<file path="src/hdl/fsfd_pkg.sv">
// Package: constants, item types and result types of the force sensor frame decoder.
`default_nettype none
package fsfd_pkg;

  localparam int FRAME_LENGTH     = 9;
  localparam int DATA_BYTES       = FRAME_LENGTH - 1;
  localparam int COUNT_W          = 4;
  localparam int RAW_FIRST        = 3;
  localparam int WINDOW_DEPTH_DEF = 3;
  localparam int OUT_DEPTH        = 4;

  localparam logic [31:0] RAW_ONES   = 32'hFFFF_FFFF;
  localparam logic [31:0] SAT_NET    = 32'd999_500;
  localparam logic [19:0] ROUND_HALF = 20'd500;
  localparam logic [9:0]  UNITS_MAX  = 10'd999;
  // (s / 8) / 125 by reciprocal: exact for s below one million
  localparam logic [17:0] RECIP_M    = 18'd134_218;
  localparam int          RECIP_SH   = 24;

  typedef struct packed {
    logic        restart;
    logic        frame;
    logic        ok;
    logic [31:0] raw;
  } asm_item_t;

  typedef struct packed {
    logic        restart;
    logic        frame;
    logic        ok;
    logic [31:0] raw;
    logic [31:0] net;
    logic [1:0]  wcount;
    logic [31:0] oldest;
    logic [31:0] middle;
  } trk_item_t;

  typedef struct packed {
    logic        restart;
    logic        frame;
    logic        ok;
    logic [31:0] raw;
    logic [31:0] net;
    logic [1:0]  wcount;
    logic [31:0] oldest;
    logic [31:0] middle;
    logic        sat;
    logic [34:0] prod;
  } dsp_mid_t;

  typedef struct packed {
    logic        frame_ok;
    logic [31:0] raw_reading;
    logic [31:0] net_reading;
    logic [9:0]  display_units;
    logic        display_changed;
    logic [1:0]  window_count;
    logic [31:0] window_oldest;
    logic [31:0] window_middle;
  } result_t;

endpackage
`default_nettype wire

</file>
<file path="src/hdl/fsfd_if.sv">
// Interfaces: input byte channel and result channel.
`default_nettype none
interface fsfd_in_if;
  logic       valid;
  logic       ready;
  logic       action;
  logic [7:0] byte_value;

  modport source (output valid, action, byte_value, input ready);
  modport sink (input valid, action, byte_value, output ready);
endinterface

interface fsfd_out_if;
  logic        valid;
  logic        ready;
  logic        frame_ok;
  logic [31:0] raw_reading;
  logic [31:0] net_reading;
  logic [9:0]  display_units;
  logic        display_changed;
  logic [1:0]  window_count;
  logic [31:0] window_oldest;
  logic [31:0] window_middle;

  modport source (output valid, frame_ok, raw_reading, net_reading, display_units,
                  display_changed, window_count, window_oldest, window_middle,
                  input ready);
  modport sink (input valid, frame_ok, raw_reading, net_reading, display_units,
                display_changed, window_count, window_oldest, window_middle,
                output ready);
endinterface
`default_nettype wire

</file>
<file path="src/hdl/force_sensor_frame_decoder.sv">
// Top level: force sensor frame decoder.
// Channels: in_ch takes one item per cycle while ready, either a sensor byte (action 0)
// or a session restart (action 1). out_ch gives one result for every ninth
// data byte: checksum flag, raw and net reading, rounded display figure with
// its change flag, window fill count, and the first two slots of the net reading window.
// Throughput: one input item per clock cycle while in_ch.ready is high.
// Path: a final byte passes the assembly register, the offset tracker, the rounding
// multiplier register and the queue before its result appears on out_ch.
// Results wait in a four-entry queue; in_ch.ready falls only while four
// results are outstanding, so a stalled receiver stops input after four
// frames and no result is lost.
// Restart clears the minimum reading and the display memory; the frame in
// assembly and the window are kept. Reset clears frame assembly, minimum,
// window fill, display memory and the queue; the block is ready at once.
`default_nettype none
module force_sensor_frame_decoder #(
  parameter int WINDOW_DEPTH = fsfd_pkg::WINDOW_DEPTH_DEF
) (
  input  wire logic   clk,
  input  wire logic   rst_n,
  fsfd_in_if.sink     in_ch,
  fsfd_out_if.source  out_ch
);

  localparam int PCW = $clog2(fsfd_pkg::OUT_DEPTH + 1);

  logic                 in_acc;
  logic                 out_acc;
  logic                 is_final;
  logic [PCW-1:0]       pending_r, pending_nxt;
  fsfd_pkg::asm_item_t  asm_item;
  fsfd_pkg::trk_item_t  trk_item;
  logic                 res_push;
  fsfd_pkg::result_t    res_in;
  fsfd_pkg::result_t    res_out;
  logic                 res_valid;

  assign in_ch.ready = (pending_r < PCW'(fsfd_pkg::OUT_DEPTH));
  assign in_acc      = in_ch.valid && in_ch.ready;
  assign out_acc     = out_ch.valid && out_ch.ready;

  always_comb begin
    pending_nxt = pending_r;
    if (in_acc && is_final && !out_acc) begin
      pending_nxt = pending_r + 1'b1;
    end else if (!(in_acc && is_final) && out_acc) begin
      pending_nxt = pending_r - 1'b1;
    end
  end

  always_ff @(posedge clk) begin
    if (!rst_n) begin
      pending_r <= '0;
    end else begin
      pending_r <= pending_nxt;
    end
  end

  fsfd_assembler u_assembler (
    .clk        (clk),
    .rst_n      (rst_n),
    .acc        (in_acc),
    .action     (in_ch.action),
    .byte_value (in_ch.byte_value),
    .item_r     (asm_item),
    .is_final   (is_final)
  );

  fsfd_tracker #(
    .WINDOW_DEPTH (WINDOW_DEPTH)
  ) u_tracker (
    .clk    (clk),
    .rst_n  (rst_n),
    .item   (asm_item),
    .item_r (trk_item)
  );

  fsfd_display u_display (
    .clk    (clk),
    .rst_n  (rst_n),
    .item   (trk_item),
    .push   (res_push),
    .result (res_in)
  );

  fsfd_out_fifo u_out_fifo (
    .clk      (clk),
    .rst_n    (rst_n),
    .push     (res_push),
    .wr_data  (res_in),
    .pop      (out_ch.ready),
    .rd_valid (res_valid),
    .rd_data  (res_out)
  );

  assign out_ch.valid           = res_valid;
  assign out_ch.frame_ok        = res_out.frame_ok;
  assign out_ch.raw_reading     = res_out.raw_reading;
  assign out_ch.net_reading     = res_out.net_reading;
  assign out_ch.display_units   = res_out.display_units;
  assign out_ch.display_changed = res_out.display_changed;
  assign out_ch.window_count    = res_out.window_count;
  assign out_ch.window_oldest   = res_out.window_oldest;
  assign out_ch.window_middle   = res_out.window_middle;

  a_pending_bound: assert property (@(posedge clk) disable iff (!rst_n)
    pending_r <= PCW'(fsfd_pkg::OUT_DEPTH))
    else $error("outstanding result count beyond queue depth");

  a_valid_pending: assert property (@(posedge clk) disable iff (!rst_n)
    out_ch.valid |-> (pending_r != '0))
    else $error("result shown with no outstanding frame");

  a_units_range: assert property (@(posedge clk) disable iff (!rst_n)
    out_ch.valid |-> (out_ch.display_units <= fsfd_pkg::UNITS_MAX))
    else $error("display figure beyond saturation limit");

endmodule
`default_nettype wire

</file>
<file path="src/hdl/fsfd_assembler.sv">
// Frame assembly: byte store, running XOR, checksum test and raw reading.
`default_nettype none
module fsfd_assembler (
  input  wire logic               clk,
  input  wire logic               rst_n,
  input  wire logic               acc,
  input  wire logic               action,
  input  wire logic [7:0]         byte_value,
  output fsfd_pkg::asm_item_t     item_r,
  output logic                    is_final
);

  localparam int BIDX_W = $clog2(fsfd_pkg::DATA_BYTES);

  logic [fsfd_pkg::COUNT_W-1:0] count_r, count_nxt;
  logic [7:0]                   xor_r, xor_nxt;
  logic [7:0]                   bytes_r [fsfd_pkg::DATA_BYTES];
  fsfd_pkg::asm_item_t          item_nxt;

  assign is_final = !action &&
                    (count_r == fsfd_pkg::COUNT_W'(fsfd_pkg::DATA_BYTES));

  always_comb begin
    count_nxt    = count_r;
    xor_nxt      = xor_r;
    item_nxt     = '0;
    item_nxt.raw = {bytes_r[fsfd_pkg::RAW_FIRST],     bytes_r[fsfd_pkg::RAW_FIRST + 1],
                    bytes_r[fsfd_pkg::RAW_FIRST + 2], bytes_r[fsfd_pkg::RAW_FIRST + 3]};
    if (acc) begin
      if (action) begin
        item_nxt.restart = 1'b1;
      end else if (!is_final) begin
        count_nxt = count_r + 1'b1;
        xor_nxt   = xor_r ^ byte_value;
      end else begin
        count_nxt      = '0;
        xor_nxt        = '0;
        item_nxt.frame = 1'b1;
        item_nxt.ok    = (byte_value == xor_r);
      end
    end
  end

  always_ff @(posedge clk) begin
    if (!rst_n) begin
      count_r <= '0;
      xor_r   <= '0;
      item_r  <= '0;
    end else begin
      count_r <= count_nxt;
      xor_r   <= xor_nxt;
      item_r  <= item_nxt;
    end
  end

  always_ff @(posedge clk) begin
    if (acc && !action && !is_final) begin
      bytes_r[count_r[BIDX_W-1:0]] <= byte_value;
    end
  end

endmodule
`default_nettype wire

</file>
<file path="src/hdl/fsfd_tracker.sv">
// Zero offset tracking and net reading window.
`default_nettype none
module fsfd_tracker #(
  parameter int WINDOW_DEPTH = fsfd_pkg::WINDOW_DEPTH_DEF
) (
  input  wire logic                 clk,
  input  wire logic                 rst_n,
  input  wire fsfd_pkg::asm_item_t  item,
  output fsfd_pkg::trk_item_t       item_r
);

  localparam int FW      = $clog2(WINDOW_DEPTH + 1);
  localparam int MID_IDX = (WINDOW_DEPTH > 1) ? 1 : 0;

  logic [31:0]         small_r, small_nxt;
  logic [FW-1:0]       fill_r, fill_nxt;
  logic [31:0]         win_r   [WINDOW_DEPTH];
  logic [31:0]         win_nxt [WINDOW_DEPTH];
  logic [31:0]         new_small;
  logic [31:0]         net;
  logic                push;
  fsfd_pkg::trk_item_t item_nxt;

  assign new_small = (item.raw < small_r) ? item.raw : small_r;
  assign net       = item.raw - new_small;
  assign push      = item.frame && item.ok;

  always_comb begin
    small_nxt = small_r;
    fill_nxt  = fill_r;
    win_nxt   = win_r;
    if (item.restart) begin
      small_nxt = fsfd_pkg::RAW_ONES;
    end else if (push) begin
      small_nxt = new_small;
      if (32'(fill_r) >= WINDOW_DEPTH) begin
        for (int i = 0; i < WINDOW_DEPTH - 1; i++) begin
          win_nxt[i] = win_r[i + 1];
        end
        win_nxt[WINDOW_DEPTH - 1] = net;
      end else begin
        for (int i = 0; i < WINDOW_DEPTH; i++) begin
          if (FW'(i) == fill_r) begin
            win_nxt[i] = net;
          end
        end
        fill_nxt = fill_r + 1'b1;
      end
    end
  end

  always_comb begin
    item_nxt         = '0;
    item_nxt.restart = item.restart;
    item_nxt.frame   = item.frame;
    item_nxt.ok      = item.ok;
    if (push) begin
      item_nxt.raw = item.raw;
      item_nxt.net = net;
    end
    if (32'(fill_nxt) > 3) begin
      item_nxt.wcount = 2'd3;
    end else begin
      item_nxt.wcount = 2'(fill_nxt);
    end
    if (fill_nxt != '0) begin
      item_nxt.oldest = win_nxt[0];
    end
    if (WINDOW_DEPTH > 1 && 32'(fill_nxt) > 1) begin
      item_nxt.middle = win_nxt[MID_IDX];
    end
  end

  always_ff @(posedge clk) begin
    if (!rst_n) begin
      small_r <= fsfd_pkg::RAW_ONES;
      fill_r  <= '0;
      item_r  <= '0;
    end else begin
      small_r <= small_nxt;
      fill_r  <= fill_nxt;
      item_r  <= item_nxt;
    end
  end

  always_ff @(posedge clk) begin
    win_r <= win_nxt;
  end

endmodule
`default_nettype wire

</file>
<file path="src/hdl/fsfd_display.sv">
// Display rounding to thousands with saturation, and change detection.
`default_nettype none
module fsfd_display (
  input  wire logic                 clk,
  input  wire logic                 rst_n,
  input  wire fsfd_pkg::trk_item_t  item,
  output logic                      push,
  output fsfd_pkg::result_t         result
);

  fsfd_pkg::dsp_mid_t mid_r, mid_nxt;
  logic [19:0]        sum;
  logic [9:0]         last_r, last_nxt;
  logic               shown_r, shown_nxt;
  logic [9:0]         units;
  logic               changed;
  logic               good;

  assign sum = item.net[19:0] + fsfd_pkg::ROUND_HALF;

  always_comb begin
    mid_nxt.restart = item.restart;
    mid_nxt.frame   = item.frame;
    mid_nxt.ok      = item.ok;
    mid_nxt.raw     = item.raw;
    mid_nxt.net     = item.net;
    mid_nxt.wcount  = item.wcount;
    mid_nxt.oldest  = item.oldest;
    mid_nxt.middle  = item.middle;
    mid_nxt.sat     = (item.net >= fsfd_pkg::SAT_NET);
    mid_nxt.prod    = 35'(sum[19:3]) * 35'(fsfd_pkg::RECIP_M);
  end

  always_ff @(posedge clk) begin
    if (!rst_n) begin
      mid_r <= '0;
    end else begin
      mid_r <= mid_nxt;
    end
  end

  assign good    = mid_r.frame && mid_r.ok;
  assign units   = mid_r.sat ? fsfd_pkg::UNITS_MAX
                             : mid_r.prod[fsfd_pkg::RECIP_SH + 9:fsfd_pkg::RECIP_SH];
  assign changed = !shown_r || (units != last_r);

  always_comb begin
    last_nxt  = last_r;
    shown_nxt = shown_r;
    if (mid_r.restart) begin
      last_nxt  = '0;
      shown_nxt = 1'b0;
    end else if (good) begin
      last_nxt  = units;
      shown_nxt = 1'b1;
    end
  end

  always_ff @(posedge clk) begin
    if (!rst_n) begin
      last_r  <= '0;
      shown_r <= 1'b0;
    end else begin
      last_r  <= last_nxt;
      shown_r <= shown_nxt;
    end
  end

  assign push                   = mid_r.frame;
  assign result.frame_ok        = mid_r.ok;
  assign result.raw_reading     = mid_r.raw;
  assign result.net_reading     = mid_r.net;
  assign result.display_units   = good ? units : '0;
  assign result.display_changed = good && changed;
  assign result.window_count    = mid_r.wcount;
  assign result.window_oldest   = mid_r.oldest;
  assign result.window_middle   = mid_r.middle;

endmodule
`default_nettype wire

</file>
<file path="src/hdl/fsfd_out_fifo.sv">
// Result queue between the display stage and the result channel.
`default_nettype none
module fsfd_out_fifo (
  input  wire logic               clk,
  input  wire logic               rst_n,
  input  wire logic               push,
  input  wire fsfd_pkg::result_t  wr_data,
  input  wire logic               pop,
  output logic                    rd_valid,
  output fsfd_pkg::result_t       rd_data
);

  localparam int PW = $clog2(fsfd_pkg::OUT_DEPTH);
  localparam int CW = $clog2(fsfd_pkg::OUT_DEPTH + 1);

  fsfd_pkg::result_t mem_r [fsfd_pkg::OUT_DEPTH];
  logic [PW-1:0]     wr_ptr_r, rd_ptr_r;
  logic [CW-1:0]     count_r, count_nxt;
  logic              do_pop;

  assign rd_valid = (count_r != '0);
  assign rd_data  = mem_r[rd_ptr_r];
  assign do_pop   = pop && rd_valid;

  always_comb begin
    count_nxt = count_r;
    if (push && !do_pop) begin
      count_nxt = count_r + 1'b1;
    end else if (!push && do_pop) begin
      count_nxt = count_r - 1'b1;
    end
  end

  always_ff @(posedge clk) begin
    if (!rst_n) begin
      wr_ptr_r <= '0;
      rd_ptr_r <= '0;
      count_r  <= '0;
    end else begin
      count_r <= count_nxt;
      if (push) begin
        wr_ptr_r <= wr_ptr_r + 1'b1;
      end
      if (do_pop) begin
        rd_ptr_r <= rd_ptr_r + 1'b1;
      end
    end
  end

  always_ff @(posedge clk) begin
    if (push) begin
      mem_r[wr_ptr_r] <= wr_data;
    end
  end

  a_no_overflow: assert property (@(posedge clk) disable iff (!rst_n)
    !(push && !do_pop && count_r == CW'(fsfd_pkg::OUT_DEPTH)))
    else $error("result queue written while full");

endmodule
`default_nettype wire

</file>
<file path="src/flat_wrapper.sv">
// flat-port wrapper written by rule: the top's interface ports become plain ports
module force_sensor_frame_decoder_flat 
#(
  parameter int WINDOW_DEPTH = fsfd_pkg::WINDOW_DEPTH_DEF
)
  (clk, rst_n, in_ch_valid, in_ch_action, in_ch_byte_value, in_ch_ready, out_ch_valid, out_ch_frame_ok, out_ch_raw_reading, out_ch_net_reading, out_ch_display_units, out_ch_display_changed, out_ch_window_count, out_ch_window_oldest, out_ch_window_middle, out_ch_ready);
  fsfd_in_if in_ch_i ();
  fsfd_out_if out_ch_i ();
  input  wire logic clk;
  input  wire logic rst_n;
  input wire logic [$bits(in_ch_i.valid)-1:0] in_ch_valid;
  input wire logic [$bits(in_ch_i.action)-1:0] in_ch_action;
  input wire logic [$bits(in_ch_i.byte_value)-1:0] in_ch_byte_value;
  output wire logic [$bits(in_ch_i.ready)-1:0] in_ch_ready;
  output wire logic [$bits(out_ch_i.valid)-1:0] out_ch_valid;
  output wire logic [$bits(out_ch_i.frame_ok)-1:0] out_ch_frame_ok;
  output wire logic [$bits(out_ch_i.raw_reading)-1:0] out_ch_raw_reading;
  output wire logic [$bits(out_ch_i.net_reading)-1:0] out_ch_net_reading;
  output wire logic [$bits(out_ch_i.display_units)-1:0] out_ch_display_units;
  output wire logic [$bits(out_ch_i.display_changed)-1:0] out_ch_display_changed;
  output wire logic [$bits(out_ch_i.window_count)-1:0] out_ch_window_count;
  output wire logic [$bits(out_ch_i.window_oldest)-1:0] out_ch_window_oldest;
  output wire logic [$bits(out_ch_i.window_middle)-1:0] out_ch_window_middle;
  input wire logic [$bits(out_ch_i.ready)-1:0] out_ch_ready;
  assign in_ch_i.valid = in_ch_valid;
  assign in_ch_i.action = in_ch_action;
  assign in_ch_i.byte_value = in_ch_byte_value;
  assign in_ch_ready = in_ch_i.ready;
  assign out_ch_valid = out_ch_i.valid;
  assign out_ch_frame_ok = out_ch_i.frame_ok;
  assign out_ch_raw_reading = out_ch_i.raw_reading;
  assign out_ch_net_reading = out_ch_i.net_reading;
  assign out_ch_display_units = out_ch_i.display_units;
  assign out_ch_display_changed = out_ch_i.display_changed;
  assign out_ch_window_count = out_ch_i.window_count;
  assign out_ch_window_oldest = out_ch_i.window_oldest;
  assign out_ch_window_middle = out_ch_i.window_middle;
  assign out_ch_i.ready = out_ch_ready;
  force_sensor_frame_decoder #(.WINDOW_DEPTH(WINDOW_DEPTH)) u_core (.clk(clk), .rst_n(rst_n), .in_ch(in_ch_i), .out_ch(out_ch_i));
endmodule
</file>
<file path="config.mk">
export PLATFORM = sky130hd
export DESIGN_NAME = force_sensor_frame_decoder_flat
export DESIGN_NICKNAME = d
export VERILOG_FILES = /design/src/hdl/fsfd_pkg.sv /design/src/hdl/fsfd_if.sv /design/src/hdl/force_sensor_frame_decoder.sv /design/src/hdl/fsfd_assembler.sv /design/src/hdl/fsfd_tracker.sv /design/src/hdl/fsfd_display.sv /design/src/hdl/fsfd_out_fifo.sv /design/src/flat_wrapper.sv
export SDC_FILE = /design/constraint.sdc
export NUM_CORES = 1
export LEC_CHECK = 0
export BUFFER_PORTS_ARGS = -buffer_cell sky130_fd_sc_hd__buf_2
export CELL_PAD_IN_SITES_DETAIL_PLACEMENT = 2
export CELL_PAD_IN_SITES_GLOBAL_PLACEMENT = 2
export CORE_AREA = 2 2 306 308
export CTS_CLUSTER_SIZE = 16
export DETAILED_ROUTE_END_ITERATION = 7
export DIE_AREA = 0 0 308 310
export PLACE_DENSITY_LB_ADDON = 0.1
export SETUP_SLACK_MARGIN = 0.05
export SYNTH_ARGS = -nofsm -noshare
export SYNTH_HDL_FRONTEND = slang
export SYNTH_SLANG_ARGS = --single-unit
</file>
<file path="constraint.sdc">
create_clock -name clk -period 9.1 [get_ports clk]
set_input_delay 1.82 -clock clk [delete_from_list [all_inputs] [get_ports clk]]
set_output_delay 1.82 -clock clk [all_outputs]
set_load 0.02 [all_outputs]
</file>
* Word-level counts from Yosys, hierarchy flattened
Memory sizes are Yosys's and may differ from the RTL's. A register that Yosys moved wholly into a read port is not among the register bits.
Index checks and enable logic that the tools add are counted.
** Storage, ports and cells
- Register bits after elaboration :: 464
- Memory bits (writable) :: 632
- Bits of input ports :: 13
- Output and inout bits :: 144
- Logic and storage cells :: 128
- Memories :: 2
** Memories
- u_core.u_out_fifo.mem_r :: depth 4, width 142, read ports 1, clocked after Yosys merged registers in 1, write ports 1, line fsfd_out_fifo.sv:16 : fsfd_pkg::result_t mem_r [fsfd_pkg::OUT_DEPTH];
- u_core.u_assembler.bytes_r :: depth 8, width 8, read ports 4, clocked after Yosys merged registers in 4, write ports 1, line fsfd_assembler.sv:17 : logic [7:0] bytes_r [fsfd_pkg::DATA_BYTES];
** Cells by class
- $add $sub $neg :: 10
- Multipliers :: 1
- $lt $le $gt $ge :: 5
- Eq/ne operators :: 5
- Muxes and demuxes :: 26
- Bitwise gates (word level) :: 6
- Reduce and logical (&&, ||, !) cells :: 40
** Operators with widths (count)
- $mux 96 :: 3
- $mux 32 :: 4
- $mul 17x17->33 const B :: 1
- $ge 32x20->1 const B :: 1
- $lt 32x32->1 :: 1
- $sub 32x32->32 :: 1
- $add 20x9->20 const B :: 1
- $mux 10 :: 2
- $logic_and 1x1->1 :: 13
- $mux 2 :: 6
- $mux 3 :: 4
- $logic_not 1->1 :: 10
- $ne 10x10->1 :: 1
- $reduce_and 2->1 :: 5
- $eq 8x8->1 :: 1
- $mux 8 :: 1
- $reduce_bool 2->1 :: 4
- $xor 8x8->8 :: 1
- $add 2x1->2 const B :: 3
- $add 3x1->3 const B :: 2
- $sub 3x1->3 const B :: 2
- $mux 1 :: 5
- $not 1->1 :: 5
- $add 4x1->4 const B :: 1
- other kinds (14) :: 15

* Longest topological paths before layout
Gate-level depths: netlist of the first run.
- Depth after elaboration :: 7
- Mapped depth :: 25
- Mapped depth without buffers :: 25

* Modules after synthesis
From an unflattened synthesis of the first run, not the netlist that was laid out.
** Unflattened totals
- Cell total of the unflattened synthesis :: 3389
- Area total of the unflattened synthesis :: 45504.9 µm²
** Modules (own cells, without submodules)
- fsfd_out_fifo :: times used 1, cells an instance 784, area an instance 20917.6 µm², seq. area each 17236.5 µm²
- fsfd_tracker :: times used 1, cells an instance 1426, area an instance 12429.4 µm², seq. area each 5545.3 µm²
- fsfd_display :: times used 1, cells an instance 958, area an instance 9356.5 µm², seq. area each 3103.0 µm²
- fsfd_assembler :: times used 1, cells an instance 203, area an instance 2626.3 µm², seq. area each 1901.8 µm²
- force_sensor_frame_decoder :: times used 1, cells an instance 18, area an instance 175.2 µm², seq. area each 60.1 µm²

* Worst setup path before layout of the first run
Ideal clock, no wire load.
- Kind :: register to register
- Start point :: reg u_core.u_tracker.item_r[68] in the netlist's numbering
- End point :: reg u_core.u_display.mid_r[27] in the netlist's numbering
- Library setup time :: 116 ps
- Data arrival time :: 6016 ps
- Data required time :: 8984 ps
- Slack :: 2968 ps
- Cell stages (with the launch flop) :: 26
- Buffers on the path :: 0
- Clock period less this slack :: 6132 ps
- Cells stage by stage :: dfxtp_1 -> ha_1 -> nor3_1 -> nand3b_1 -> nand2_1 -> xor2_1 -> inv_1 -> ha_1 -> ha_1 -> fa_1 -> inv_1 -> fa_1 -> inv_1 -> fa_1 -> inv_1 -> fa_1 -> inv_1 -> ha_1 -> a211oi_1 -> nor2_1 -> o21ai_0 -> a31oi_1 -> o31ai_1 -> nand2b_1 -> a211o_1 -> o211a_1
** Between the ends
- Longest elaborated chain between the ends :: 2
** RTL lines
- start, declared :: line fsfd_tracker.sv:9 : output fsfd_pkg::trk_item_t item_r
- start signal, assigned :: line fsfd_tracker.sv:82 : item_r <= item_nxt;
- $add 20x9->20 :: line fsfd_display.sv:19 : assign sum = item.net[19:0] + fsfd_pkg::ROUND_HALF;
- $mul 17x17->33 :: line fsfd_display.sv:31 : mid_nxt.prod = 35'(sum[19:3]) * 35'(fsfd_pkg::RECIP_M);
- end signal, assigned :: line fsfd_display.sv:38 : mid_r <= mid_nxt;
- end, declared :: line fsfd_display.sv:11 : fsfd_pkg::dsp_mid_t mid_r, mid_nxt;
No other way between the ends.
A chain may end at the register's enable or synchronous reset.

* Worst setup path in the final report of the first run
Ends and elaborated chain as after synthesis.

==> impl_metrics.sql, run 1 <==
INSERT INTO impl_metrics (metric_group, metric, value, unit) VALUES
('worst_setup_path', 'worst-setup-path-type', 'flip-flop to flip-flop', ''),
('yosys', 'synth_top_area_frac', '0.433', ''),
('worst_setup_path', 'endpoint_kind', 'flip-flop', ''),
('worst_setup_path', 'data_arrival_time_of_the_critical_path', '7.57', 'ns'),
('global_routing', 'grt-ovfl-total', '0', ''),
('yosys', 'synth_top_area_cell', 'sky130_fd_sc_hd__edfxtp_1', ''),
('yosys', 'postSynthCellCount', '3147', ''),
('timing', 'relSlewSlack', '0.186', ''),
('yosys', 'postSynthRegisterBits', '1075', ''),
('drt', 'wl_per_cell', '26.4', 'um'),
('drt', 'drt_first_iter_violations', '1569', ''),
('placed_design', 'gp_congestion', '0.844', ''),
('timing', 'maxClockFrequency', '143', 'MHz'),
('yosys', 'ys.flop_type', 'sky130_fd_sc_hd__edfxtp_1', ''),
('worst_setup_path', 'cpMostUsedCell', 'sky130_fd_sc_hd__inv_1', ''),
('clock_tree', 'clock_root_buffer', 'sky130_fd_sc_hd__clkbuf_16', ''),
('global_routing', 'grt_max_degree', '85', ''),
('outcome', 'result_of_the_run', 'complete, no violations', ''),
('floorplanning', 'io_pins', '157', ''),
('timing', 'tns', '0', 'ns'),
('placed_design', 'placed_area', '45900', 'sq um'),
('clock_tree', 'cts.path.max_buffers', '3', ''),
('timing', 'fin_skew', '0.0450', 'ns'),
('floorplanning', 'core', '92500', 'sq um'),
('timing', 'timing_max_transition_violations_final', '0', ''),
('worst_setup_path', 'regToRegStartpoint', 'u_core.u_tracker.item_r[68]', ''),
('power', 'power_density', '220', 'nW/um^2'),
('floorplanning', 'die_y', '310', 'um'),
('clock_tree', 'sink_count_of_the_clock_tree', '1075', ''),
('global_routing', 'grt_pass1_vias', '29700', ''),
('drt', 'wirelength', '122000', 'um'),
('finish', 'post_route_cells_drive_above_1_share', '0.162', ''),
('global_routing', 'groute.usage.overall', '0.258', ''),
('yosys', 'post_synth_most_frequent_cells', 'sky130_fd_sc_hd__edfxtp_1, sky130_fd_sc_hd__dfxtp_1, sky130_fd_sc_hd__and2_1', ''),
('worst_setup_path', 'rrSetupSlack', '2.13', 'ns'),
('clock_tree', 'post_cts_buffers', '0', ''),
('clock_tree', 'htree_num_levels', '3', ''),
('worst_hold_path', 'hp-class', 'flip-flop to flip-flop', ''),
('placed_design', 'dp_hpwl', '81100', 'um'),
('clock_tree', 'clkTransAtPathRegs', '0.06', 'ns'),
('global_routing', 'grt_antenna_before_repair', '1', ''),
('timing', 'fin_hold_ws', '0.433', 'ns'),
('global_routing', 'grt_first_pass_wirelength', '186000', 'um'),
('yosys', 'avgSynthCellArea', '13.9', 'sq um'),
('worst_setup_path', 'critPathMaxStageDelay', '0.55', 'ns'),
('clock_tree', 'cts-buffers-inserted', '107', ''),
('timing', 'finalHoldViolations', '0', ''),
('yosys', 'synthDistinctLibCells', '82', ''),
('drt', 'post_route_drc', '0', ''),
('worst_setup_path', 'regToRegEndpoint', 'u_core.u_display.mid_r[27]', ''),
('drt', 'via_density', '5.68', ''),
('worst_setup_path', 'critical_path.startpoint_type', 'flip-flop', ''),
('yosys', 'ys_top_cells_by_area', 'sky130_fd_sc_hd__edfxtp_1, sky130_fd_sc_hd__dfxtp_1, sky130_fd_sc_hd__mux4_2', ''),
('drt', 'drt_first_pass_iters', '7', ''),
('timing', 'finalSetupViolCount', '0', ''),
('yosys', 'synth_sequential_area_ratio', '0.636', ''),
('drt', 'remaining_number_of_nets_flagged_by_the_antenna_check_after_routing', '0', ''),
('worst_setup_path', 'critical_path_s_slowest_cell', 'sky130_fd_sc_hd__o31ai_1', ''),
('worst_setup_path', 'r2r.worst_path.cells', '25', ''),
('yosys', 'asyncSetResetFlopFracSynth', '0', ''),
('yosys', 'synth-warning-count', '0', ''),
('worst_setup_path', 'timing.critical_path.depth', '25', ''),
('worst_setup_path', 'worst-endpoint-required', '9.69', 'ns'),
('worst_setup_path', 'critical_path.top_delay_family', 'adder cells', ''),
('yosys', 'synth_area', '43800', 'sq um'),
('placed_design', 'post-place-cells', '4397', ''),
('clock_tree', 'ctsHoldBuffers', '0', ''),
('worst_setup_path', 'end_point_of_the_critical_path', 'u_core.u_display.mid_r[27]', ''),
('drt', 'via_count', '26200', ''),
('finish', 'area_growth_synth_to_finish', '13.3', '%'),
('worst_setup_path', 'cp_num_buf_inv', '5', '');
per-layer routing:
layer | vias up | routed length, um | GRT usage
met5 | - | 0 | 0
met3 | 157 | 3410 | 0.0317
met4 | 0 | 2640 | 0.0645
met1 | 13700 | 52300 | 0.331
met2 | 451 | 63400 | 0.465
li1 | 11800 | - | -
worst min path at each step:
stage / startpoint / end / slack (ns) / cells after the start
after floorplan: u_core.u_tracker.item_r[66] / u_core.u_display.result[77] / 0.41 / 1
after global placement: u_core.u_tracker.item_r[66] / u_core.u_display.result[77] / 0.42 / 1
after detailed placement: u_core.u_tracker.item_r[99] / u_core.u_display.result[110] / 0.43 / 1
after CTS: u_core.u_tracker.item_r[42] / u_core.u_display.result[42] / 0.44 / 1
after global routing: u_core.u_tracker.item_r[35] / u_core.u_display.result[35] / 0.45 / 1
final: u_core.u_tracker.item_r[42] / u_core.u_display.result[42] / 0.43 / 1
registers in the layout (all words and copies together), names as in the netlist, named ones only:
name / flops
u_core.pending_r: 3
u_core.u_assembler.bytes_r: 32
u_core.u_assembler.count_r: 4
u_core.u_assembler.item_r: 35
u_core.u_assembler.xor_r: 8
u_core.u_display.last_r: 10
u_core.u_display.mid_r: 12
u_core.u_display.push: 1
u_core.u_display.result: 131
u_core.u_display.shown_r: 1
u_core.u_out_fifo.count_r: 3
u_core.u_out_fifo.mem_r: 568
u_core.u_out_fifo.rd_ptr_r: 2
u_core.u_out_fifo.wr_ptr_r: 2
u_core.u_tracker.fill_r: 2
u_core.u_tracker.item_r: 131
u_core.u_tracker.small_r: 32
u_core.u_tracker.win_r: 96
per-stage QoR:
stage / util / power [mW]
finish: 0.537 / 10.9
global route: 0.537 / 11.3
CTS: 0.537 / 11.0
detailed placement: 0.496 / 6.41
global placement: 0.496 / 6.38
floorplan: - / 6.03
area by class of cell:
class                   count  area [sq um]
diodes                      2          5.00
multi-input cells        1730         14700
clock inverters            39           493
inverters                 200           751
fillers                  8518         42800
clock buffers             165          3250
well taps                1197          1500
repair buffers            195          1090
flip-flops and latches   1075         27900
cell families (layout without fill, tap and decap cells):
group                    count (synthesis)  in the layout  synth area share
multiplexers                           161            161            0.0774
AND/OR/NAND/NOR                        754            754            0.0897
adder cells (fa/ha/maj)                248            248            0.0785
AO/OA/AOI/OAI                          497            497            0.0752
XOR/XNOR                                70             70            0.0142
flip-flops                            1075           1075             0.636
buffers and inverters                  342            599            0.0295
other                                    0              2                 0
layout by cell type (no fill, tap or decap), drive strengths merged, types with 25 or more instances in the layout:
cell / count
ha: 203
inv: 206
a22oi: 32
a211oi: 36
and2: 273
o21ai: 100
a21oi: 131
xor2: 36
dfxtp: 443
nand3: 29
xnor2: 34
mux4: 142
edfxtp: 632
clkbuf: 165
nand2: 140
o22a: 30
nor3: 32
nor2: 169
buf: 195
a21o: 25
fa: 45
power by group:
group	switching (mW)	internal (mW)	total, mW
logic	0.655	0.474	1.13
registers	0.0388	5.12	5.16
clock network	1.94	2.68	4.62
total	2.64	8.27	10.9
No activity file was read; power rests on OpenSTA's default activity.
==> run 2: changes to the inputs <==
--- a/config.mk
+++ b/config.mk
@@ -8,10 +8,10 @@
 export BUFFER_PORTS_ARGS = -buffer_cell sky130_fd_sc_hd__buf_2
 export CELL_PAD_IN_SITES_DETAIL_PLACEMENT = 2
 export CELL_PAD_IN_SITES_GLOBAL_PLACEMENT = 2
-export CORE_AREA = 2 2 306 308
+export CORE_AREA = 2 2 334 336
 export CTS_CLUSTER_SIZE = 16
 export DETAILED_ROUTE_END_ITERATION = 7
-export DIE_AREA = 0 0 308 310
+export DIE_AREA = 0 0 336 338
 export PLACE_DENSITY_LB_ADDON = 0.1
 export SETUP_SLACK_MARGIN = 0.05
 export SYNTH_ARGS = -nofsm -noshare
==> constraint.sdc (replaced) <==
create_clock -name clk -period 6.16 [get_ports clk]
set_input_delay 1.232 -clock clk [delete_from_list [all_inputs] [get_ports clk]]
set_output_delay 1.232 -clock clk [all_outputs]
set_load 0.02 [all_outputs]
==> run 2 against run 1 <==
Effect of this change: flip-flop and latch count stayed put; non-clock buffer count is 55 higher; sequential share of layout area is 1.3 points lower; via count is 0.79% lower; maximum frequency is 19% higher; hold slack worse by 0.037 ns; global-route usage is 4.8 points lower; clock skew is 0.0094 ns higher.
==> impl_metrics.sql, run 2 (synthesis results as in run 1) <==
INSERT INTO impl_metrics (metric_group, metric, value, unit) VALUES
('drt', 'via_count', '25900', ''),
('timing', 'grt_setup_unrepaired', 'false', ''),
('timing', 'maxClockFrequency', '171', 'MHz'),
('worst_setup_path', 'critical_path.startpoint_type', 'flip-flop', ''),
('clock_tree', 'htree_num_levels', '3', ''),
('worst_setup_path', 'critical_path.max_fanout', '5', ''),
('clock_tree', 'clkTransAtPathRegs', '0.06', 'ns'),
('worst_setup_path', 'cp-startpoint', 'u_core.u_tracker.item_r[68]', ''),
('finish', 'nets', '3630', ''),
('worst_hold_path', 'min_path_cells', '1', ''),
('drt', 'wirelength', '118000', 'um'),
('timing', 'layout_min_cycle_time', '5.86', 'ns'),
('clock_tree', 'ctsHoldBuffers', '0', ''),
('worst_setup_path', 'cp_cell_instances', 'a211o_1 -> nor4_4 -> xnor2_1 -> buf_4 -> ha_1 -> ha_2 -> fa_1 -> inv_1 -> fa_1 -> inv_1 -> fa_1 -> inv_1 -> fa_1 -> inv_1 -> ha_1 -> and3_4 -> and4_4 -> nand3_2 -> a21oi_4 -> o31ai_4 -> a31o_2 -> or3_1 -> a21boi_1', ''),
('timing', 'finalHoldViolations', '0', ''),
('timing', 'fin_skew', '0.0544', 'ns'),
('worst_setup_path', 'critPathMaxStageDelay', '0.53', 'ns'),
('floorplanning', 'die_y', '338', 'um'),
('clock_tree', 'cts_tree', 'built', ''),
('worst_setup_path', 'cp_num_buf_inv', '5', ''),
('finish', 'largest_register', 'u_core.u_out_fifo.mem_r', ''),
('worst_setup_path', 'r2r.worst_path.cells', '23', ''),
('floorplanning', 'design.die.area', '114000', 'sq um'),
('floorplanning', 'die_width', '336', 'um'),
('placed_design', 'post-place-cells', '4738', ''),
('worst_setup_path', 'worst-endpoint-required', '6.79', 'ns'),
('power', 'power_density', '318', 'nW/um^2'),
('worst_setup_path', 'rrSetupSlack', '0.30', 'ns'),
('worst_setup_path', 'data_arrival_time_of_the_critical_path', '6.50', 'ns'),
('timing', 'relSlewSlack', '0.119', ''),
('timing', 'timing.final.crit_share', '0.952', ''),
('worst_setup_path', 'worst-setup-path-type', 'flip-flop to flip-flop', ''),
('timing', 'timing_max_transition_violations_final', '0', ''),
('floorplanning', 'core', '110000', 'sq um'),
('clock_tree', 'cts-buffers-inserted', '112', ''),
('clock_tree', 'clock_root_buffer', 'sky130_fd_sc_hd__clkbuf_16', ''),
('placed_design', 'dp_hpwl', '80000', 'um'),
('placed_design', 'numPortBuffers', '156', ''),
('floorplanning', 'io_pins', '157', ''),
('global_routing', 'groute.usage.overall', '0.210', ''),
('power', 'p_leak', '19.3', 'nW'),
('timing', 'finalSetupViolCount', '0', ''),
('worst_setup_path', 'critical_path_s_slowest_cell', 'sky130_fd_sc_hd__fa_1', ''),
('drt', 'wl_per_cell', '23.9', 'um'),
('global_routing', 'grt_first_pass_wirelength', '181000', 'um'),
('finish', 'final_cell_mix', 'sky130_fd_sc_hd__edfxtp_1, sky130_fd_sc_hd__dfxtp_1, sky130_fd_sc_hd__and2_1, sky130_fd_sc_hd__inv_1, sky130_fd_sc_hd__ha_1', ''),
('drt', 'via_density', '5.23', ''),
('finish', 'largest_register_ffs', '568', ''),
('job', 'timing.max_cap.violations', '0', ''),
('clock_tree', 'cts.path.max_buffers', '3', ''),
('global_routing', 'grt_max_degree', '96', ''),
('clock_tree', 'sink_count_of_the_clock_tree', '1075', ''),
('worst_setup_path', 'timing.critical_path.depth', '23', ''),
('drt', 'drt_first_iter_violations', '1232', ''),
('finish', 'fill_cells', '10500', ''),
('global_routing', 'grt_antenna_before_repair', '8', ''),
('worst_hold_path', 'hp-class', 'flip-flop to flip-flop', ''),
('finish', 'layout.cells.most_common', 'sky130_fd_sc_hd__edfxtp_1', ''),
('worst_setup_path', 'regToRegStartpoint', 'u_core.u_tracker.item_r[68]', ''),
('finish', 'instances_no_fill', '4959', ''),
('power', 'power', '16.2', 'mW'),
('outcome', 'result_of_the_run', 'complete, no violations', ''),
('finish', 'post_route_cells_drive_above_1_share', '0.184', ''),
('global_routing', 'grt_pass1_vias', '29300', ''),
('power', 'irDropWorstVdd', '0.268', 'mV'),
('worst_setup_path', 'endpoint_kind', 'flip-flop', ''),
('drt', 'post_route_drc', '0', ''),
('worst_setup_path', 'end_point_of_the_critical_path', 'u_core.u_display.mid_r[33]', ''),
('placed_design', 'gp_congestion', '0.829', ''),
('drt', 'drt_first_pass_iters', '4', ''),
('worst_hold_path', 'hold_path.startpoint', 'u_core.u_tracker.item_r[18]', ''),
('global_routing', 'grt-ovfl-total', '0', ''),
('worst_setup_path', 'regToRegEndpoint', 'u_core.u_display.mid_r[33]', ''),
('floorplanning', 'row_count', '122', ''),
('floorplanning', 'initial_utilization', '0.398', ''),
('finish', 'area_growth_synth_to_finish', '16.0', '%'),
('worst_setup_path', 'critical_path.top_delay_family', 'adder cells', ''),
('drt', 'remaining_number_of_nets_flagged_by_the_antenna_check_after_routing', '0', ''),
('clock_tree', 'clock_latency', '0.73', 'ns'),
('timing', 'worst_slew_pin_slew', '1.32', 'ns');
## run 2: worst min path at each step
| stage | to | slack (ns) |
|---|---|---|
| floorplan | u_core.u_display.result[77] | 0.41 |
| global placement | u_core.u_display.push | 0.42 |
| detailed placement | u_core.u_display.result[59] | 0.42 |
| CTS | u_core.u_display.result[18] | 0.40 |
| global route | u_core.u_display.result[18] | 0.42 |
| finish | u_core.u_display.result[18] | 0.40 |
## run 2: metal layers
layer / track usage / wire length, um
met4: 0.0590 / 3120
met2: 0.372 / 59500
met3: 0.0294 / 3510
met1: 0.268 / 52200
met5: 0 / 36
## run 2: what timing repair did
action | CTS | global route
pin swaps | 1 | 13
resized for setup | 8 | 38
setup buffers | 0 | 5
setup endpoints to repair | 8 | 9
cloned | 0 | 0
## run 2: where the power goes
group | leakage (nW) | switching [mW] | internal [mW]
sequential | 9.72 | 0.0411 | 7.56
combinational | 7.76 | 0.972 | 0.718
clock | 1.86 | 2.88 | 3.98
total | 19.3 | 3.90 | 12.3
## run 2: final cells by class
type                       count  area [sq um]  share of cell area
antenna                        2          5.00           0.0000984
clock buffer                 161          3200              0.0630
clock inverter                53           614              0.0121
inverter                     200           751              0.0148
multi-input combinational   1730         14900               0.294
sequential                  1075         27900               0.548
tap                         1488          1860              0.0366
timing repair buffer         250          1600              0.0314
## run 2: per-stage QoR
step            util  hold WS [ns]  worst slack [ns]  instance area (sq um)  setup TNS, ns
3_5_place_dp   0.425         0.424            -0.159                  46700         -0.511
5_1_grt        0.462         0.416           0.00653                  50800              0
4_1_cts        0.460         0.396            0.0198                  50600              0
3_3_place_gp   0.425         0.417           -0.0442                  46700        -0.0741
2_1_floorplan      -         0.406             0.141                  43800              0
6_report       0.462         0.396             0.296                  50800              0
## run 2: worst reg2reg max path, delay by kind of cell, from the launching register on
family | cells | cell delay, ns
adders and majority gates | 7 | 2.76
AOI/OAI and AO/OA | 5 | 1.06
and+or+nand+nor | 5 | 1.06
buffers and inverters | 5 | 0.40
DFF | 1 | 0.33
xor gates and xnor gates | 1 | 0.19
==> run 3: changes to the inputs <==
--- a/config.mk
+++ b/config.mk
@@ -8,11 +8,11 @@
 export BUFFER_PORTS_ARGS = -buffer_cell sky130_fd_sc_hd__buf_2
 export CELL_PAD_IN_SITES_DETAIL_PLACEMENT = 2
 export CELL_PAD_IN_SITES_GLOBAL_PLACEMENT = 2
-export CORE_AREA = 2 2 334 336
+export CORE_AREA = 2 2 316 318
 export CTS_CLUSTER_SIZE = 16
 export DETAILED_ROUTE_END_ITERATION = 7
-export DIE_AREA = 0 0 336 338
-export PLACE_DENSITY_LB_ADDON = 0.1
+export DIE_AREA = 0 0 318 320
+export PLACE_DENSITY = 0.9
 export SETUP_SLACK_MARGIN = 0.05
 export SYNTH_ARGS = -nofsm -noshare
 export SYNTH_HDL_FRONTEND = slang
==> constraint.sdc (replaced) <==
create_clock -name clk -period 6 [get_ports clk]
set_input_delay 0.3 -clock clk [delete_from_list [all_inputs] [get_ports clk]]
set_output_delay 0.3 -clock clk [all_outputs]
set_load 0.02 [all_outputs]
==> run 3 against run 2 <==
Effect of this change: the flow now finishes with violations (negative setup slack); combinational power increased by 9%; non-clock buffer count increased by 41; via count increased by 17%; sequential power increased by 3.0%; critical path type unchanged; largest power group unchanged.
==> impl_metrics.sql, run 3 (synthesis results as in run 1) <==
INSERT INTO impl_metrics (metric_group, metric, value, unit) VALUES
('drt', 'post_route_drc', '0', ''),
('timing', 'maxClockFrequency', '158', 'MHz'),
('power', 'irDropWorstVdd', '0.249', 'mV'),
('power', 'p_leak', '19.6', 'nW'),
('floorplanning', 'io_pins', '157', ''),
('floorplanning', 'initial_utilization', '0.447', ''),
('power', 'share_of_total_power_consumed_by_net_switching', '0.266', ''),
('placed_design', 'gp_congestion', '0.845', ''),
('worst_setup_path', 'cp_num_buf_inv', '7', ''),
('worst_setup_path', 'critical_path.startpoint_type', 'flip-flop', ''),
('global_routing', 'grt_first_pass_wirelength', '250000', 'um'),
('clock_tree', 'sink_count_of_the_clock_tree', '1075', ''),
('clock_tree', 'cts-buffers-inserted', '108', ''),
('worst_setup_path', 'critical_path.max_fanout', '3', ''),
('drt', 'drt_first_pass_iters', '5', ''),
('power', 'power_report.internal_total', '12.6', 'mW'),
('clock_tree', 'clkTransAtPathRegs', '0.07', 'ns'),
('floorplanning', 'die_y', '320', 'um'),
('power', 'seqPwrFrac', '0.455', ''),
('worst_setup_path', 'critical_path.top_delay_family', 'adder cells', ''),
('finish', 'final_design_area_no_fill', '51300', 'sq um'),
('drt', 'via_count', '30200', ''),
('clock_tree', 'clock_latency', '0.76', 'ns'),
('job', 'timing.max_cap.violations', '0', ''),
('clock_tree', 'htree_num_levels', '3', ''),
('timing', 'fin_skew', '0.0781', 'ns'),
('worst_setup_path', 'critPathMaxStageDelay', '0.58', 'ns'),
('worst_setup_path', 'data_arrival_time_of_the_critical_path', '7.00', 'ns'),
('global_routing', 'grt_antenna_before_repair', '13', ''),
('power', 'power_density', '335', 'nW/um^2'),
('timing', 'finalHoldViolations', '0', ''),
('drt', 'via_density', '6.31', ''),
('timing', 'finalSetupViolCount', '8', ''),
('timing', 'timing.final.crit_share', '1.06', ''),
('floorplanning', 'row_count', '115', ''),
('finish', 'area_growth_synth_to_finish', '17.2', '%'),
('timing', 'layout_min_cycle_time', '6.34', 'ns'),
('global_routing', 'groute.usage.overall', '0.339', ''),
('finish', 'post_route_cells_drive_above_1_share', '0.213', ''),
('placed_design', 'dp_hpwl', '95100', 'um'),
('timing', 'setup_ws_post_layout', '-0.338', 'ns'),
('drt', 'wirelength', '176000', 'um'),
('finish', 'layout.cells.most_common', 'sky130_fd_sc_hd__edfxtp_1', ''),
('finish', 'nets', '3667', ''),
('floorplanning', 'core', '98000', 'sq um'),
('power', 'share_clk_of_total_power', '0.438', ''),
('placed_design', 'numPortBuffers', '156', ''),
('finish', 'largest_register_ffs', '568', ''),
('timing', 'grt_setup_unrepaired', 'true', ''),
('worst_hold_path', 'hp-class', 'input port to flip-flop', ''),
('global_routing', 'grt_pass1_vias', '33400', ''),
('floorplanning', 'die_width', '318', 'um'),
('worst_setup_path', 'critical_path_s_slowest_cell', 'sky130_fd_sc_hd__fa_1', ''),
('worst_setup_path', 'endpoint_kind', 'flip-flop', ''),
('drt', 'remaining_number_of_nets_flagged_by_the_antenna_check_after_routing', '0', ''),
('outcome', 'violations', 'negative setup slack', ''),
('timing', 'relSlewSlack', '0.0765', ''),
('worst_setup_path', 'worst-endpoint-required', '6.66', 'ns'),
('drt', 'drt_first_iter_violations', '3143', ''),
('clock_tree', 'cts_tree', 'built', ''),
('finish', 'finish.utilization', '0.524', ''),
('timing', 'timing_max_transition_violations_final', '0', ''),
('global_routing', 'grt_max_degree', '122', ''),
('worst_setup_path', 'worst-setup-path-type', 'flip-flop to flip-flop', ''),
('power', 'power.combinational.fraction', '0.107', ''),
('outcome', 'result_of_the_run', 'finished, violations left', ''),
('finish', 'final_cell_mix', 'sky130_fd_sc_hd__edfxtp_1, sky130_fd_sc_hd__dfxtp_1, sky130_fd_sc_hd__and2_1, sky130_fd_sc_hd__inv_1, sky130_fd_sc_hd__ha_1', ''),
('global_routing', 'grt-ovfl-total', '0', ''),
('clock_tree', 'clock_root_buffer', 'sky130_fd_sc_hd__clkbuf_16', ''),
('timing', 'fin_hold_ws', '0.0638', 'ns'),
('timing', 'worst_slew_pin_slew', '1.38', 'ns'),
('placed_design', 'placed_area', '46500', 'sq um'),
('finish', 'largest_register', 'u_core.u_out_fifo.mem_r', ''),
('drt', 'wl_per_cell', '36.8', 'um'),
('power', 'total_switching_power', '4.58', 'mW'),
('clock_tree', 'cts.path.max_buffers', '3', ''),
('timing', 'tns', '-1.86', 'ns'),
('floorplanning', 'design.die.area', '102000', 'sq um');
[run 3: timing repair]
action,4_1_cts,5_1_grt
hold buffers,9,0
setup endpoints to repair,15,63
resized for setup,91,44
hold endpoints to repair,35,0
pin swaps,30,24
setup buffers,12,10
[run 3: through the flow]
stage | worst slack [ns] | total power [mW] | instances
global route | -0.424 | 17.6 | 4788
detailed placement | -0.663 | 9.76 | 4552
finish | -0.338 | 17.2 | 4792
CTS | -0.117 | 17.1 | 4778
floorplan | 0.0741 | 9.14 | 3147
global placement | -0.0376 | 9.72 | 4552
[run 3: worst paths after layout]
check	startpoint	endpoint	slack (ns)	cells past startpoint
worst min register to register	u_core.u_tracker.item_r[23]	u_core.u_display.result[23]	0.44	1
worst max-delay path	u_core.u_tracker.item_r[68]	u_core.u_display.mid_r[29]	-0.34	26
worst max register to register	u_core.u_tracker.item_r[68]	u_core.u_display.mid_r[29]	-0.34	26
worst min-delay path	in_ch_valid	u_core.u_assembler.item_r[34]	0.06	3
[run 3: power by group through the flow]
stage	Clock [mW]	Sequential [mW]	Combinational, mW
after global routing	7.83	7.83	1.93
after floorplan	0	7.94	1.20
after CTS	7.44	7.83	1.82
final	7.53	7.83	1.84
after global placement	0	7.99	1.73
after detailed placement	0	7.99	1.77
[run 3: layout make-up]
type                            count  area, sq um
Antenna cell                        4         10.0
Clock buffer                      135         2990
Clock inverter                     70          796
Fill cell                        8911        46600
Inverter                          200          751
Multi-Input combinational cell   1730        15400
Sequential cell                  1075        27900
Tap cell                         1287         1610
Timing Repair Buffer              291         1880
[run 3: worst min-delay path: cells and delay by family]
kind / cells / cell delay (ns)
and+or+nand+nor: 2 / 0.35
buffers and inverters: 1 / 0.09
[run 3: routing by layer]
layer,share of wire,vias up,global-route usage
met4,0.074,12,0.208
met1,0.36,15700,0.386
li1,-,12000,-
met2,0.50,1813,0.589
met3,0.067,727,0.0654
met5,0.00051,-,0
